`src/rtl/core/ccd_pkg.sv`:
```
// ccd_pkg: field widths, configuration register codes and the request type of
// the shared divide / square-root unit of the cusum change detector.
// No dependencies.
`timescale 1ns / 1ps

package ccd_pkg;

    localparam int SAMPLE_W    = 32;
    localparam int POS_W       = 32;
    localparam int STAT_W      = 40;
    localparam int K_W         = 32;
    localparam int H_W         = 32;
    localparam int HOLD_W      = 10;
    localparam int CFG_IDX_W   = 2;
    localparam int CFG_DATA_W  = 32;

    localparam int OPND_W      = 64;
    localparam int ROOT_W      = 32;
    localparam int STEP_W      = 7;
    localparam int ALLOW_W     = 42;
    localparam int CALC_W      = 44;

    localparam logic [CFG_IDX_W-1:0] CFG_ALLOWANCE_K = 2'd0;
    localparam logic [CFG_IDX_W-1:0] CFG_THRESHOLD   = 2'd1;
    localparam logic [CFG_IDX_W-1:0] CFG_HOLDOFF     = 2'd2;

    localparam logic ITER_DIV  = 1'b0;
    localparam logic ITER_SQRT = 1'b1;

    localparam logic [STEP_W-1:0] STEPS_DIV32 = 7'd32;
    localparam logic [STEP_W-1:0] STEPS_DIV64 = 7'd64;
    localparam logic [STEP_W-1:0] STEPS_SQRT  = 7'd32;

    typedef struct packed {
        logic              start;
        logic              op_sqrt;
        logic [STEP_W-1:0] steps;
    } ccd_iter_req_t;

endpackage

```
`src/rtl/core/ccd_channels.sv`:
```
// ccd_in_if / ccd_out_if: valid-ready channels for sample beats and result beats
// depends on ccd_pkg
`timescale 1ns / 1ps

interface ccd_in_if import ccd_pkg::*; ();
    logic                       valid;
    logic                       ready;
    logic signed [SAMPLE_W-1:0] sample_value;
    logic                       new_sequence;

    modport source (output valid, output sample_value, output new_sequence, input ready);
    modport sink   (input valid, input sample_value, input new_sequence, output ready);
endinterface

interface ccd_out_if import ccd_pkg::*; ();
    logic              valid;
    logic              ready;
    logic              change_found;
    logic [POS_W-1:0]  position;
    logic [STAT_W-1:0] upper_stat;
    logic [STAT_W-1:0] lower_stat;

    modport source (output valid, output change_found, output position,
                    output upper_stat, output lower_stat, input ready);
    modport sink   (input valid, input change_found, input position,
                    input upper_stat, input lower_stat, output ready);
endinterface

```
`src/rtl/core/ccd_iter_unit.sv`:
```
// ccd_iter_unit: shared restoring divider and digit-by-digit square root,
// one quotient or root bit per cycle over a single subtractor
// depends on ccd_pkg
`timescale 1ns / 1ps

module ccd_iter_unit import ccd_pkg::*; #(
    parameter int DIV_W = 32
) (
    input  logic                clk,
    input  logic                rst_n,
    input  ccd_iter_req_t       req,
    input  logic [OPND_W-1:0]   operand,
    input  logic [DIV_W-1:0]    divisor,
    output logic                done,
    output logic [OPND_W-1:0]   result
);

    localparam int REM_W  = (DIV_W > ROOT_W + 1) ? DIV_W : ROOT_W + 1;
    localparam int PART_W = REM_W + 2;

    logic              busy_reg;
    logic              done_reg;
    logic              sqrt_reg;
    logic [STEP_W-1:0] cnt_reg;
    logic [OPND_W-1:0] work_reg;
    logic [OPND_W-1:0] acc_reg;
    logic [REM_W-1:0]  rem_reg;

    logic [PART_W-1:0] part;
    logic [PART_W-1:0] trial;
    logic [PART_W:0]   diff;
    logic              fits;

    always_comb
    begin
        if (sqrt_reg)
        begin
            part  = {rem_reg, work_reg[OPND_W-1:OPND_W-2]};
            trial = {{(REM_W-ROOT_W){1'b0}}, acc_reg[ROOT_W-1:0], 2'b01};
        end
        else
        begin
            part  = {1'b0, rem_reg, work_reg[OPND_W-1]};
            trial = {{(PART_W-DIV_W){1'b0}}, divisor};
        end
        diff = {1'b0, part} - {1'b0, trial};
        fits = ~diff[PART_W];
    end

    always_ff @(posedge clk or negedge rst_n)
    begin
        if (!rst_n)
        begin
            busy_reg <= 1'b0;
            done_reg <= 1'b0;
            sqrt_reg <= ITER_DIV;
            cnt_reg  <= '0;
        end
        else
        begin
            done_reg <= busy_reg && (cnt_reg == STEP_W'(1));
            if (req.start)
            begin
                busy_reg <= 1'b1;
                sqrt_reg <= req.op_sqrt;
                cnt_reg  <= req.steps;
            end
            else if (busy_reg)
            begin
                cnt_reg <= cnt_reg - 1'b1;
                if (cnt_reg == STEP_W'(1))
                begin
                    busy_reg <= 1'b0;
                end
            end
        end
    end

    always_ff @(posedge clk)
    begin
        if (req.start)
        begin
            work_reg <= operand;
            acc_reg  <= '0;
            rem_reg  <= '0;
        end
        else if (busy_reg)
        begin
            rem_reg  <= fits ? diff[REM_W-1:0] : part[REM_W-1:0];
            acc_reg  <= {acc_reg[OPND_W-2:0], fits};
            work_reg <= sqrt_reg ? {work_reg[OPND_W-3:0], 2'b00}
                                 : {work_reg[OPND_W-2:0], 1'b0};
        end
    end

    assign done   = done_reg;
    assign result = acc_reg;

endmodule

```
`src/rtl/core/cusum_change_detector.sv`:
```
// cusum_change_detector: two-sided tabular cusum over signed fixed-point samples
// depends on ccd_pkg, ccd_in_if / ccd_out_if and ccd_iter_unit
// ----------------------------------------------------------------------------
// samples carries one sample beat (sample_value, new_sequence); results carries
// one result beat per sample (change_found, position, upper_stat, lower_stat).
// Configuration is written through cfg_we / cfg_index / cfg_data while idle,
// a rule for the user that the block does not enforce: index 0 allowance k,
// 1 decision threshold, 2 holdoff distance. One sample is worked on at a time;
// samples.ready is high only between items, so no new sample is taken until
// the work on the last one is done. Every division and the square root run on
// one shared unit, one bit a cycle: the mean update takes a 32-step division,
// and an armed sample adds a 64-step variance division and a 32-step square
// root. The next sample is accepted at the edge where the result can first be
// taken. The result waits in an output register; while results is stalled
// a finished item holds there and the next sample is accepted, but its own
// result waits until the register is taken.
// Reset loads the default configuration and clears the running statistics;
// there is no clearing pass.
// ----------------------------------------------------------------------------
`timescale 1ns / 1ps

module cusum_change_detector import ccd_pkg::*; #(
    parameter int FRAC_BITS   = 16,
    parameter int COUNT_WIDTH = 32
) (
    input  logic                  clk,
    input  logic                  rst_n,
    ccd_in_if.sink                samples,
    ccd_out_if.source             results,
    input  logic                  cfg_we,
    input  logic [CFG_IDX_W-1:0]  cfg_index,
    input  logic [CFG_DATA_W-1:0] cfg_data
);

    localparam logic [K_W-1:0] K_RESET = K_W'(64'd1 << (FRAC_BITS - 2));
    localparam logic [H_W-1:0] H_RESET = H_W'(((64'd801 << FRAC_BITS) + 64'd50) / 64'd100);
    localparam logic [HOLD_W-1:0] HOLD_RESET = 10'd3;
    localparam logic [COUNT_WIDTH-1:0] COUNT_MAX = '1;
    localparam logic [OPND_W-1:0] ALLOW_CAP = 64'd1 << (ALLOW_W - 1);

    localparam logic [3:0] S_IDLE   = 4'd0;
    localparam logic [3:0] S_DIV1   = 4'd1;
    localparam logic [3:0] S_WAIT1  = 4'd2;
    localparam logic [3:0] S_DELTA2 = 4'd3;
    localparam logic [3:0] S_MUL1   = 4'd4;
    localparam logic [3:0] S_ACC    = 4'd5;
    localparam logic [3:0] S_DIV2   = 4'd6;
    localparam logic [3:0] S_WAIT2  = 4'd7;
    localparam logic [3:0] S_SQRT   = 4'd8;
    localparam logic [3:0] S_WAIT3  = 4'd9;
    localparam logic [3:0] S_MUL2   = 4'd10;
    localparam logic [3:0] S_ALLOW  = 4'd11;
    localparam logic [3:0] S_UPD    = 4'd12;
    localparam logic [3:0] S_DECIDE = 4'd13;
    localparam logic [3:0] S_EMIT   = 4'd14;

    logic [3:0]             state_reg;

    logic [K_W-1:0]         k_reg;
    logic [H_W-1:0]         h_reg;
    logic [HOLD_W-1:0]      hold_reg;

    logic [COUNT_WIDTH-1:0] idx_reg;
    logic [COUNT_WIDTH-1:0] cnt_reg;
    logic [COUNT_WIDTH-1:0] armed_reg;
    logic [SAMPLE_W-1:0]    mean_reg;
    logic [OPND_W-1:0]      ssd_reg;
    logic [STAT_W-1:0]      up_reg;
    logic [STAT_W-1:0]      lo_reg;

    logic [SAMPLE_W-1:0]    x_reg;
    logic [SAMPLE_W-1:0]    dabs_reg;
    logic                   dneg_reg;
    logic [SAMPLE_W:0]      d_reg;
    logic [SAMPLE_W-1:0]    d2abs_reg;
    logic [OPND_W-1:0]      mul_reg;
    logic [ALLOW_W-1:0]     allow_reg;

    logic                   pend_found_reg;
    logic [STAT_W-1:0]      pend_up_reg;
    logic [STAT_W-1:0]      pend_lo_reg;

    logic                   out_valid_reg;
    logic                   out_found_reg;
    logic [POS_W-1:0]       out_pos_reg;
    logic [STAT_W-1:0]      out_up_reg;
    logic [STAT_W-1:0]      out_lo_reg;

    ccd_iter_req_t          iter_req;
    logic [OPND_W-1:0]      iter_operand;
    logic                   iter_done;
    logic [OPND_W-1:0]      iter_result;

    logic [SAMPLE_W:0]      delta;
    logic [SAMPLE_W-1:0]    delta_abs;
    logic [SAMPLE_W+1:0]    mean_sum;
    logic [OPND_W:0]        ssd_sum;
    logic [SAMPLE_W-1:0]    mul_a;
    logic [SAMPLE_W-1:0]    mul_b;
    logic [OPND_W-1:0]      allow_shift;
    logic [ALLOW_W-1:0]     allow_next;
    logic [CALC_W-1:0]      d_ext;
    logic [CALC_W-1:0]      up_sum;
    logic [CALC_W-1:0]      lo_sum;
    logic [COUNT_WIDTH:0]   hold_sum;
    logic [COUNT_WIDTH-1:0] armed_next;
    logic [COUNT_WIDTH-1:0] idx_inc;
    logic [COUNT_WIDTH-1:0] cnt_inc;
    logic [COUNT_WIDTH+POS_W-1:0] pos_wide;
    logic                   accept;
    logic                   out_free;
    logic                   hit;

    function automatic logic [STAT_W-1:0] clamp_stat(input logic [CALC_W-1:0] s);
        logic [STAT_W-1:0] r;
        begin
            if (s[CALC_W-1])
                r = '0;
            else if (s[CALC_W-2:STAT_W] != '0)
                r = '1;
            else
                r = s[STAT_W-1:0];
            return r;
        end
    endfunction

    ccd_iter_unit #(
        .DIV_W (COUNT_WIDTH)
    ) u_iter (
        .clk     (clk),
        .rst_n   (rst_n),
        .req     (iter_req),
        .operand (iter_operand),
        .divisor (cnt_reg),
        .done    (iter_done),
        .result  (iter_result)
    );

    assign accept   = samples.valid && samples.ready;
    assign out_free = !out_valid_reg || results.ready;

    always_comb
    begin
        delta       = {x_reg[SAMPLE_W-1], x_reg} - {mean_reg[SAMPLE_W-1], mean_reg};
        delta_abs   = delta[SAMPLE_W] ? SAMPLE_W'(-delta) : delta[SAMPLE_W-1:0];
        mean_sum    = {{2{mean_reg[SAMPLE_W-1]}}, mean_reg}
                    + (dneg_reg ? -{2'b00, iter_result[SAMPLE_W-1:0]}
                                : {2'b00, iter_result[SAMPLE_W-1:0]});
        ssd_sum     = {1'b0, ssd_reg} + {1'b0, mul_reg};
        mul_a       = (state_reg == S_MUL2) ? k_reg : dabs_reg;
        mul_b       = (state_reg == S_MUL2) ? iter_result[SAMPLE_W-1:0] : d2abs_reg;
        allow_shift = mul_reg >> FRAC_BITS;
        allow_next  = (allow_shift > ALLOW_CAP) ? ALLOW_CAP[ALLOW_W-1:0]
                                                : allow_shift[ALLOW_W-1:0];
        d_ext       = {{(CALC_W-SAMPLE_W-1){d_reg[SAMPLE_W]}}, d_reg};
        up_sum      = {{(CALC_W-STAT_W){1'b0}}, up_reg} + d_ext
                    - {{(CALC_W-ALLOW_W){1'b0}}, allow_reg};
        lo_sum      = {{(CALC_W-STAT_W){1'b0}}, lo_reg} - d_ext
                    - {{(CALC_W-ALLOW_W){1'b0}}, allow_reg};
        hold_sum    = {1'b0, idx_reg} + (COUNT_WIDTH+1)'(hold_reg);
        armed_next  = hold_sum[COUNT_WIDTH] ? COUNT_MAX : hold_sum[COUNT_WIDTH-1:0];
        idx_inc     = (idx_reg == COUNT_MAX) ? idx_reg : idx_reg + 1'b1;
        cnt_inc     = (cnt_reg == COUNT_MAX) ? cnt_reg : cnt_reg + 1'b1;
        pos_wide    = {{POS_W{1'b0}}, idx_reg};
        hit         = (up_reg > {{(STAT_W-H_W){1'b0}}, h_reg})
                   || (lo_reg > {{(STAT_W-H_W){1'b0}}, h_reg});
    end

    // issue requests to the shared unit
    always_comb
    begin
        iter_req     = '0;
        iter_operand = '0;
        unique case (state_reg)
            S_DIV1:
            begin
                iter_req.start   = 1'b1;
                iter_req.op_sqrt = ITER_DIV;
                iter_req.steps   = STEPS_DIV32;
                iter_operand     = {delta_abs, {(OPND_W-SAMPLE_W){1'b0}}};
            end
            S_DIV2:
            begin
                iter_req.start   = 1'b1;
                iter_req.op_sqrt = ITER_DIV;
                iter_req.steps   = STEPS_DIV64;
                iter_operand     = ssd_reg;
            end
            S_SQRT:
            begin
                iter_req.start   = 1'b1;
                iter_req.op_sqrt = ITER_SQRT;
                iter_req.steps   = STEPS_SQRT;
                iter_operand     = iter_result;
            end
            default:
            begin
                iter_req     = '0;
                iter_operand = '0;
            end
        endcase
    end

    // configuration
    always_ff @(posedge clk or negedge rst_n)
    begin
        if (!rst_n)
        begin
            k_reg    <= K_RESET;
            h_reg    <= H_RESET;
            hold_reg <= HOLD_RESET;
        end
        else if (cfg_we)
        begin
            unique case (cfg_index)
                CFG_ALLOWANCE_K: k_reg    <= cfg_data[K_W-1:0];
                CFG_THRESHOLD:   h_reg    <= cfg_data[H_W-1:0];
                CFG_HOLDOFF:     hold_reg <= cfg_data[HOLD_W-1:0];
                default:         k_reg    <= k_reg;
            endcase
        end
    end

    // sequencer and running statistics
    always_ff @(posedge clk or negedge rst_n)
    begin
        if (!rst_n)
        begin
            state_reg     <= S_IDLE;
            idx_reg       <= '0;
            cnt_reg       <= '0;
            armed_reg     <= COUNT_WIDTH'(HOLD_RESET);
            mean_reg      <= '0;
            ssd_reg       <= '0;
            up_reg        <= '0;
            lo_reg        <= '0;
            out_valid_reg <= 1'b0;
        end
        else
        begin
            if (state_reg == S_EMIT && out_free)
                out_valid_reg <= 1'b1;
            else if (results.ready)
                out_valid_reg <= 1'b0;

            unique case (state_reg)
                S_IDLE:
                begin
                    if (accept)
                    begin
                        if (samples.new_sequence)
                        begin
                            idx_reg   <= COUNT_WIDTH'(1);
                            cnt_reg   <= COUNT_WIDTH'(1);
                            armed_reg <= COUNT_WIDTH'(hold_reg);
                            mean_reg  <= '0;
                            ssd_reg   <= '0;
                            up_reg    <= '0;
                            lo_reg    <= '0;
                        end
                        else
                        begin
                            idx_reg <= idx_inc;
                            cnt_reg <= cnt_inc;
                        end
                        state_reg <= S_DIV1;
                    end
                end
                S_DIV1:
                begin
                    state_reg <= S_WAIT1;
                end
                S_WAIT1:
                begin
                    if (iter_done)
                    begin
                        mean_reg  <= mean_sum[SAMPLE_W-1:0];
                        state_reg <= S_DELTA2;
                    end
                end
                S_DELTA2:
                begin
                    state_reg <= S_MUL1;
                end
                S_MUL1:
                begin
                    state_reg <= S_ACC;
                end
                S_ACC:
                begin
                    ssd_reg   <= ssd_sum[OPND_W] ? '1 : ssd_sum[OPND_W-1:0];
                    state_reg <= (idx_reg > armed_reg) ? S_DIV2 : S_EMIT;
                end
                S_DIV2:
                begin
                    state_reg <= S_WAIT2;
                end
                S_WAIT2:
                begin
                    if (iter_done)
                        state_reg <= S_SQRT;
                end
                S_SQRT:
                begin
                    state_reg <= S_WAIT3;
                end
                S_WAIT3:
                begin
                    if (iter_done)
                        state_reg <= S_MUL2;
                end
                S_MUL2:
                begin
                    state_reg <= S_ALLOW;
                end
                S_ALLOW:
                begin
                    state_reg <= S_UPD;
                end
                S_UPD:
                begin
                    up_reg    <= clamp_stat(up_sum);
                    lo_reg    <= clamp_stat(lo_sum);
                    state_reg <= S_DECIDE;
                end
                S_DECIDE:
                begin
                    if (hit)
                    begin
                        armed_reg <= armed_next;
                        cnt_reg   <= '0;
                        mean_reg  <= '0;
                        ssd_reg   <= '0;
                        up_reg    <= '0;
                        lo_reg    <= '0;
                    end
                    state_reg <= S_EMIT;
                end
                S_EMIT:
                begin
                    if (out_free)
                        state_reg <= S_IDLE;
                end
                default:
                begin
                    state_reg <= S_IDLE;
                end
            endcase
        end
    end

    // datapath registers
    always_ff @(posedge clk)
    begin
        if (accept)
            x_reg <= samples.sample_value;

        if (state_reg == S_DIV1)
        begin
            dabs_reg <= delta_abs;
            dneg_reg <= delta[SAMPLE_W];
        end

        if (state_reg == S_DELTA2)
        begin
            d_reg     <= delta;
            d2abs_reg <= delta_abs;
        end

        if (state_reg == S_MUL1 || state_reg == S_MUL2)
            mul_reg <= mul_a * mul_b;

        if (state_reg == S_ALLOW)
            allow_reg <= allow_next;

        if (state_reg == S_ACC)
        begin
            pend_found_reg <= 1'b0;
            pend_up_reg    <= up_reg;
            pend_lo_reg    <= lo_reg;
        end

        if (state_reg == S_DECIDE)
        begin
            pend_found_reg <= hit;
            pend_up_reg    <= up_reg;
            pend_lo_reg    <= lo_reg;
        end

        if (state_reg == S_EMIT && out_free)
        begin
            out_found_reg <= pend_found_reg;
            out_pos_reg   <= pos_wide[POS_W-1:0];
            out_up_reg    <= pend_up_reg;
            out_lo_reg    <= pend_lo_reg;
        end
    end

    assign samples.ready        = (state_reg == S_IDLE);
    assign results.valid        = out_valid_reg;
    assign results.change_found = out_found_reg;
    assign results.position     = out_pos_reg;
    assign results.upper_stat   = out_up_reg;
    assign results.lower_stat   = out_lo_reg;

endmodule

```
`src/flat_wrapper.sv`:
```
// flat-port wrapper written by rule: the top's interface ports become plain ports
module cusum_change_detector_flat import ccd_pkg::*;
#(
    parameter int FRAC_BITS   = 16,
    parameter int COUNT_WIDTH = 32
)
  (clk, rst_n, cfg_we, cfg_index, cfg_data, samples_valid, samples_sample_value, samples_new_sequence, samples_ready, results_valid, results_change_found, results_position, results_upper_stat, results_lower_stat, results_ready);
  ccd_in_if samples_i ();
  ccd_out_if results_i ();
  input  logic clk;
  input  logic rst_n;
  input  logic cfg_we;
  input  logic [CFG_IDX_W-1:0] cfg_index;
  input  logic [CFG_DATA_W-1:0] cfg_data;
  input wire logic [$bits(samples_i.valid)-1:0] samples_valid;
  input wire logic [$bits(samples_i.sample_value)-1:0] samples_sample_value;
  input wire logic [$bits(samples_i.new_sequence)-1:0] samples_new_sequence;
  output wire logic [$bits(samples_i.ready)-1:0] samples_ready;
  output wire logic [$bits(results_i.valid)-1:0] results_valid;
  output wire logic [$bits(results_i.change_found)-1:0] results_change_found;
  output wire logic [$bits(results_i.position)-1:0] results_position;
  output wire logic [$bits(results_i.upper_stat)-1:0] results_upper_stat;
  output wire logic [$bits(results_i.lower_stat)-1:0] results_lower_stat;
  input wire logic [$bits(results_i.ready)-1:0] results_ready;
  assign samples_i.valid = samples_valid;
  assign samples_i.sample_value = samples_sample_value;
  assign samples_i.new_sequence = samples_new_sequence;
  assign samples_ready = samples_i.ready;
  assign results_valid = results_i.valid;
  assign results_change_found = results_i.change_found;
  assign results_position = results_i.position;
  assign results_upper_stat = results_i.upper_stat;
  assign results_lower_stat = results_i.lower_stat;
  assign results_i.ready = results_ready;
  cusum_change_detector #(.FRAC_BITS(FRAC_BITS), .COUNT_WIDTH(COUNT_WIDTH)) u_core (.clk(clk), .rst_n(rst_n), .samples(samples_i), .results(results_i), .cfg_we(cfg_we), .cfg_index(cfg_index), .cfg_data(cfg_data));
endmodule
```
`config.mk`:
```
export PLATFORM = sky130hd
export DESIGN_NAME = cusum_change_detector_flat
export DESIGN_NICKNAME = d
export VERILOG_FILES = /design/src/rtl/core/ccd_pkg.sv /design/src/rtl/core/ccd_channels.sv /design/src/rtl/core/ccd_iter_unit.sv /design/src/rtl/core/cusum_change_detector.sv /design/src/flat_wrapper.sv
export SDC_FILE = /design/constraint.sdc
export NUM_CORES = 2
export LEC_CHECK = 0
export BUFFER_PORTS_ARGS = -buffer_cell sky130_fd_sc_hd__buf_4
export CORE_MARGIN = 2
export CORE_UTILIZATION = 49
export CTS_CLUSTER_SIZE = 16
export DETAILED_ROUTE_END_ITERATION = 8
export GPL_ROUTABILITY_DRIVEN = 0
export MAX_ROUTING_LAYER = met4
export SKIP_CTS_REPAIR_TIMING = 1
export SLEW_MARGIN = 40
export SYNTH_ARGS = -nofsm -noshare
export SYNTH_HDL_FRONTEND = slang
export SYNTH_SLANG_ARGS = --single-unit
```
`constraint.sdc`:
```
create_clock -name clk -period 11.4 [get_ports clk]
set_input_delay 1.71 -clock clk [delete_from_list [all_inputs] [get_ports clk]]
set_output_delay 1.71 -clock clk [all_outputs]
set_load 0.1 [all_outputs]
```
# After elaboration in Yosys (flattened, before gate mapping)
# Index checks and enable logic that the tools add are counted.
op_classes:
  n_addsub: 14
  n_mul: 1
  n_lt_le_gt_ge: 4
  n_eq_ne: 28
  mux: 62
  n_bitwise: 1
  n_reduce_logical: 28
ops:
  columns: ["op", "n"]
  rows:
  - ["$mux W32", 17]
  - ["$mux W64", 7]
  - ["$mux W40", 11]
  - ["$pmux W64 S3", 2]
  - ["$pmux W40 S3", 2]
  - ["$pmux W32 S2", 2]
  - ["$pmux W32 S3", 1]
  - ["$sub A44 B42 Y44", 2]
  - ["$gt A40 B32 Y1", 2]
  - ["$add A64 B64 Y65", 1]
  - ["$add A32 B1 Y32 const B", 2]
  - ["$eq A32 B32 Y1 const B", 2]
  - ["$mul A32 B32 Y64", 1]
  - ["$neg A32 Y32", 2]
  - ["$pmux W4 S15", 1]
  - ["$gt A48 B42 Y1 const B", 1]
  - ["$add A41 B33 Y42", 1]
  - ["$sub A41 B33 Y42", 1]
  - ["$sub A35 B34 Y36", 1]
  - ["$mux W35", 1]
  - ["$mux W34", 1]
  - ["$add A32 B10 Y33", 1]
  - ["$mux W33", 1]
  - ["$sub A32 B32 Y33", 1]
  - ["other kinds (29)", 74]
totals:
  register_bits: 952
  output_inout_bits: 115

# Longest topological paths before layout
logic_depth:
  word_depth: 6
  mapped_depth: 37

# Modules after synthesis
# Synthesis repeated with hierarchy kept, for this count alone.
hier_totals:
  hier_cells: 9508
  area_unflattened_um2: 90760.8
by_module_without_submodules:
  columns: ["mod", "n_inst", "cells_per_inst", "area_per_inst_um2", "seq_area_each_um2"]
  rows:
  - ["cusum_change_detector", 1, 8428, 80574.8, 21680.8]
  - ["ccd_iter_unit", 1, 1080, 10186.0, 4113.9]

# Worst setup path before layout
# Ideal clock, no wire load.
synth_timing:
  path_kind: "input port to flip-flop"
  startpoint: "input port results_ready"
  endpoint: "register u_core.out_found_reg, in the netlist u_core.results.change_found, enable pin"
  t_arrival_ns: 9.426
  t_required_ns: 10.676
  slack_ns: 1.250
  path_stages: 2
  cell_sequence: "nor2b_1 -> nor3_1"
synth_via:
  elab_chain_cells: 2
synth_rtl:
  columns: ["item", "line_no", "rtl"]
  rows:
  - ["from (decl)", "flat_wrapper.sv:24", "input wire logic [$bits(results_i.ready)-1:0] results_ready;"]
  - ["$logic_or A1 B1 Y1", "cusum_change_detector.sv:140", "assign out_free = !out_valid_reg || results.ready;"]
  - ["$logic_and A1 B1 Y1", "cusum_change_detector.sv:390", "if (state_reg == S_EMIT && out_free)"]
  - ["to (signal assigned)", "cusum_change_detector.sv:392", "out_found_reg <= pend_found_reg;"]
  - ["to (decl)", "cusum_change_detector.sv:84", "logic out_found_reg;"]
# Every way passes these cells.
# A chain may end at the register's enable or synchronous reset.

# Final worst setup path
layout_timing:
  startpoint: "register u_core.state_reg[2]"
  endpoint: "register u_core.mul_reg[63] (data pin)"
layout_via:
  elab_chain_cells: 3
  elab_cells_between_ends: 4
  classes_between: "1 x mul; 1 x eq/ne; 2 x mux"
layout_rtl:
  columns: ["item", "line_no", "rtl"]
  rows:
  - ["from (decl)", "cusum_change_detector.sv:57", "logic [3:0] state_reg;"]
  - ["from (signal assigned)", "cusum_change_detector.sv:292", "state_reg <= (idx_reg > armed_reg) ? S_DIV2 : S_EMIT;"]
  - ["$eq A4 B4 Y1 *", "cusum_change_detector.sv:150, cusum_change_detector.sv:151", null]
  - ["$mux W32 (on tied branches)", "cusum_change_detector.sv:150, cusum_change_detector.sv:151", null]
  - ["$mul A32 B32 Y64 *", "cusum_change_detector.sv:371", "mul_reg <= mul_a * mul_b;"]
  - ["to (signal assigned)", "cusum_change_detector.sv:371", null]
  - ["to (decl)", "cusum_change_detector.sv:76", "logic [OPND_W-1:0] mul_reg;"]
# Mark *: on every way between the ends. The rest lies on a longest branch, timed or not.

==> summary.md <==
| Metric | Value |
|---|---|
| Fin nets | about 11000 |
| Final setup viols | 0 |
| Crit end category | flop |
| R2R setup slack | around 0.65 ns |
| Area growth, synth to finish | 9.82% |
| Num rows | between 150 and 200 |
| GR Util All Layers | 0.341 |
| Post-synth EDFFs | approximately 490 |
| Average wire per standard cell | ~26 um |
| First-pass GRT wire length | approximately 460000 um |
| Drt via density | ~6 |
| Worst-path clk slew | approximately 0.070 ns |
| I/O Buffers | 186 |
| Post-Route WL | roughly 310000 um |
| Reg2reg end | u_core.mul_reg[63]$_DFFE_PP_ |
| FF-to-FF Start | u_core.state_reg[2]$_DFFE_PN0P_ |
| Critical path launch point | u_core.state_reg[2]$_DFFE_PN0P_ |
| IO Count | roughly 190 |
| Minimum clock period | between 10 and 15 ns |
| Worst Tran Pin Value | approximately 1.1 ns |
| CTS Buf Count | approximately 110 |
| Post-Syn Area | between 90000 and 100000 um2 |
| Startpoint Class | flop |
| # fillers | ~17000 |
| Initial Util | 0.495 |
| Antenna Nets Post-Route | 0 |
| Synthesized flop and latch total | ~950 |
| Antenna violations before repair | 21 |
| Clk_lat worst skew | 0.77 ns |
| Clock skew | ~0.036 ns |
| CP max-delay cell | mux2i_2 |
| HPWL after DPL | roughly 240000 um |
| Vias in the first global route | approximately 72000 |
| Full die area | ~190000 um2 |
| Critical Path Most Common Cell | fa_1 |
| DR iter-0 viols | roughly 7400 |
| Min-delay worst type | flop to flop |
| Status | finished clean |
| CP peak stage delay | roughly 0.72 ns |
| Setup_tns | 0 ns |
| Core footprint | ~180000 um2 |
| Max_cap viols | 0 |
| CTS H-tree lvls | 3 |
| Achievable clock frequency | roughly 93 MHz |
| Congestion Overflow GR | 0 |
| Worst endpoint required time | around 12 ns |
| Cell depth of the worst hold path | 0 |
| Cells after Synth | 9586 |
| Clock root cell | clkbuf_16 |
| Vias | 72927 |
| Largest net degree at the start of global routing | about 140 |
| Worst endpoint data arrival time | about 11 ns |
| Synth async-reset ratio | 0.380 |
| Die width | about 430 um |
| Max Fanout on Critical Path | 32 |
| Distinct cells, synth | between 90 and 100 |
| Period utilisation layout | 0.943 |
| Share of cells above drive strength 1 | 0.0917 |
| FF-to-FF path depth | 33 |
| First-pass DRT Iterations | 7 |
| Deepest clock path buffer count | 3 |
| Sequential-to-total area share from yosys stat | 0.284 |
| CTS Sinks | around 950 |
| RSZ-0062 raised after global routing | false |
| CTS tree | done |
| Synth Warn # | 0 |
| Core Util, Final | 0.543 |
| End of the critical path | u_core.mul_reg[63]$_DFFE_PP_ |
| Synth Net Count | about 11000 |
| Height of the die | between 400 and 500 um |
| Final Hold Fails | 0 |
| Max_slew headroom | 0.286 |
| Drt drc | 0 |
| Top_reg_cell synth | edfxtp_1 |
| Final Max Slew Viols | 0 |
| Setup CP Type | flop to flop |
| Avg Cell Area, Syn | about 9.5 um2 |
-- stage by stage --
| step | area [um2] | hold slack [ns] | worst slack [ns] | std cells |
|---|---|---|---|---|
| 2_1_floorplan | 90700 | 0.400 | 1.25 | 9586 |
| 3_3_place_gp | 95300 | 0.401 | 0.821 | 11968 |
| 3_5_place_dp | 95600 | 0.405 | 0.779 | 11974 |
| 4_1_cts | 99500 | 0.418 | 0.770 | 12176 |
| 5_1_grt | 99600 | 0.423 | 0.333 | 12195 |
| 6_report | 99600 | 0.414 | 0.645 | 12202 |
-- cell type report --
class	instances	area (um2)	share of cell area
Multi-Input combinational cell	7033	59500	0.598
Sequential cell	951	25800	0.259
Inverter	1168	4380	0.0440
Tap cell	2464	3080	0.0309
Clock buffer	135	2970	0.0298
Timing Repair Buffer	362	2880	0.0289
Clock inverter	67	925	0.00928
Antenna cell	22	55.1	0.000553
-- metal layers --
metal	GRT usage	part of all wire	up-vias
met5	-	0	-
met4	0.190	0.068	0
met3	0.0772	0.094	913
met2	0.511	0.44	3464
met1	0.428	0.40	36097
li1	-	-	32453
-- logic make-up (layout without fill, tap and decap cells) --
kind of cell    count (synthesis)  count (layout)  synth area share
compound gates               1876            1876             0.132
xor+xnor                      447             447            0.0432
fa+ha+maj                    1609            1609             0.297
buf+inv                      1602            1732            0.0665
flops                         951             951             0.284
mux                           403             403            0.0468
other cells                     0              22                 0
simple gates                 2698            2698             0.131
-- worst min-delay path by stage --
stage	endpoint	startpoint	slack, ns
after global routing	u_core.results.upper_stat[15]$_DFFE_PP_	u_core.pend_up_reg[15]$_DFFE_PP_	0.42
after CTS	u_core.results.lower_stat[5]$_DFFE_PP_	u_core.pend_lo_reg[5]$_DFFE_PP_	0.42
after global placement	u_core.results.upper_stat[31]$_DFFE_PP_	u_core.pend_up_reg[31]$_DFFE_PP_	0.40
after floorplan	u_core.results.change_found$_DFFE_PP_	u_core.pend_found_reg$_SDFFCE_PN0P_	0.40
after detailed placement	u_core.results.lower_stat[34]$_DFFE_PP_	u_core.pend_lo_reg[34]$_DFFE_PP_	0.40
final	u_core.results.lower_stat[5]$_DFFE_PP_	u_core.pend_lo_reg[5]$_DFFE_PP_	0.41
-- layout by cell type (no fill, tap or decap), types with 50 or more instances in the layout --
cell,instances
inv_1,1165
nor2_1,1006
nand2_1,955
fa_1,905
ha_1,704
a21oi_1,504
edfxtp_1,493
o21ai_0,483
dfrtp_1,347
buf_4,344
xnor2_1,289
a21o_1,289
mux2i_1,176
mux2_2,169
xor2_1,148
clkbuf_16,110
nand3_1,109
dfxtp_1,93
nand4_1,87
nor2b_1,85
and2_1,77
nor3_1,66
a211oi_1,66
o21bai_1,62
and3_1,61
o31ai_1,58
nand2b_1,56
o21a_1,51
or3_1,50
-- worst max-delay path: cells and delay by family, from the launching register on --
| kind | cells | cell delay [ns] |
|---|---|---|
| buffers and inverters | 8 | 1.46 |
| DFF | 1 | 0.37 |
| adders and majority gates | 9 | 4.33 |
| muxes | 1 | 0.72 |
| and+or+nand+nor | 4 | 0.55 |
| AOI/OAI and AO/OA | 10 | 2.93 |
| xor gates and xnor gates | 1 | 0.09 |
-- Yosys cell counts, drive strengths merged (13+ instances only) --
library cell  instances  area [um2]
a2111oi              15         131
a211oi               67         508
a21boi               14         105
a21o                289        2170
a21oi               506        2550
a221oi               13         114
a222oi               27         270
a22oi                34         255
a31oi                50         328
a41oi                17         149
and2                 78         488
and3                 62         388
buf                  39         164
clkbuf              395        1480
dfrtp               349        8730
dfxtp                97        1940
edfxtp              493       14800
fa                  905       18100
ha                  704        8810
inv                1167        4380
mux2                172        1940
mux2i               231        2310
nand2               957        3590
nand2b               56         350
nand3               112         561
nand4                87         544
nor2               1014        3810
nor2b                85         532
nor3                 71         355
nor4                 30         188
o211ai               31         233
o21a                 52         392
o21ai               492        2460
o21bai               62         465
o31ai                62         484
o41ai                18         176
or2                  27         169
or3                  52         330
or4                  21         165
xnor2               295        2590
xor2                152        1330
Power is left out: the tool's default activity adds up to more than one toggle a clock period on the data nets, which glitch-free logic cannot reach.
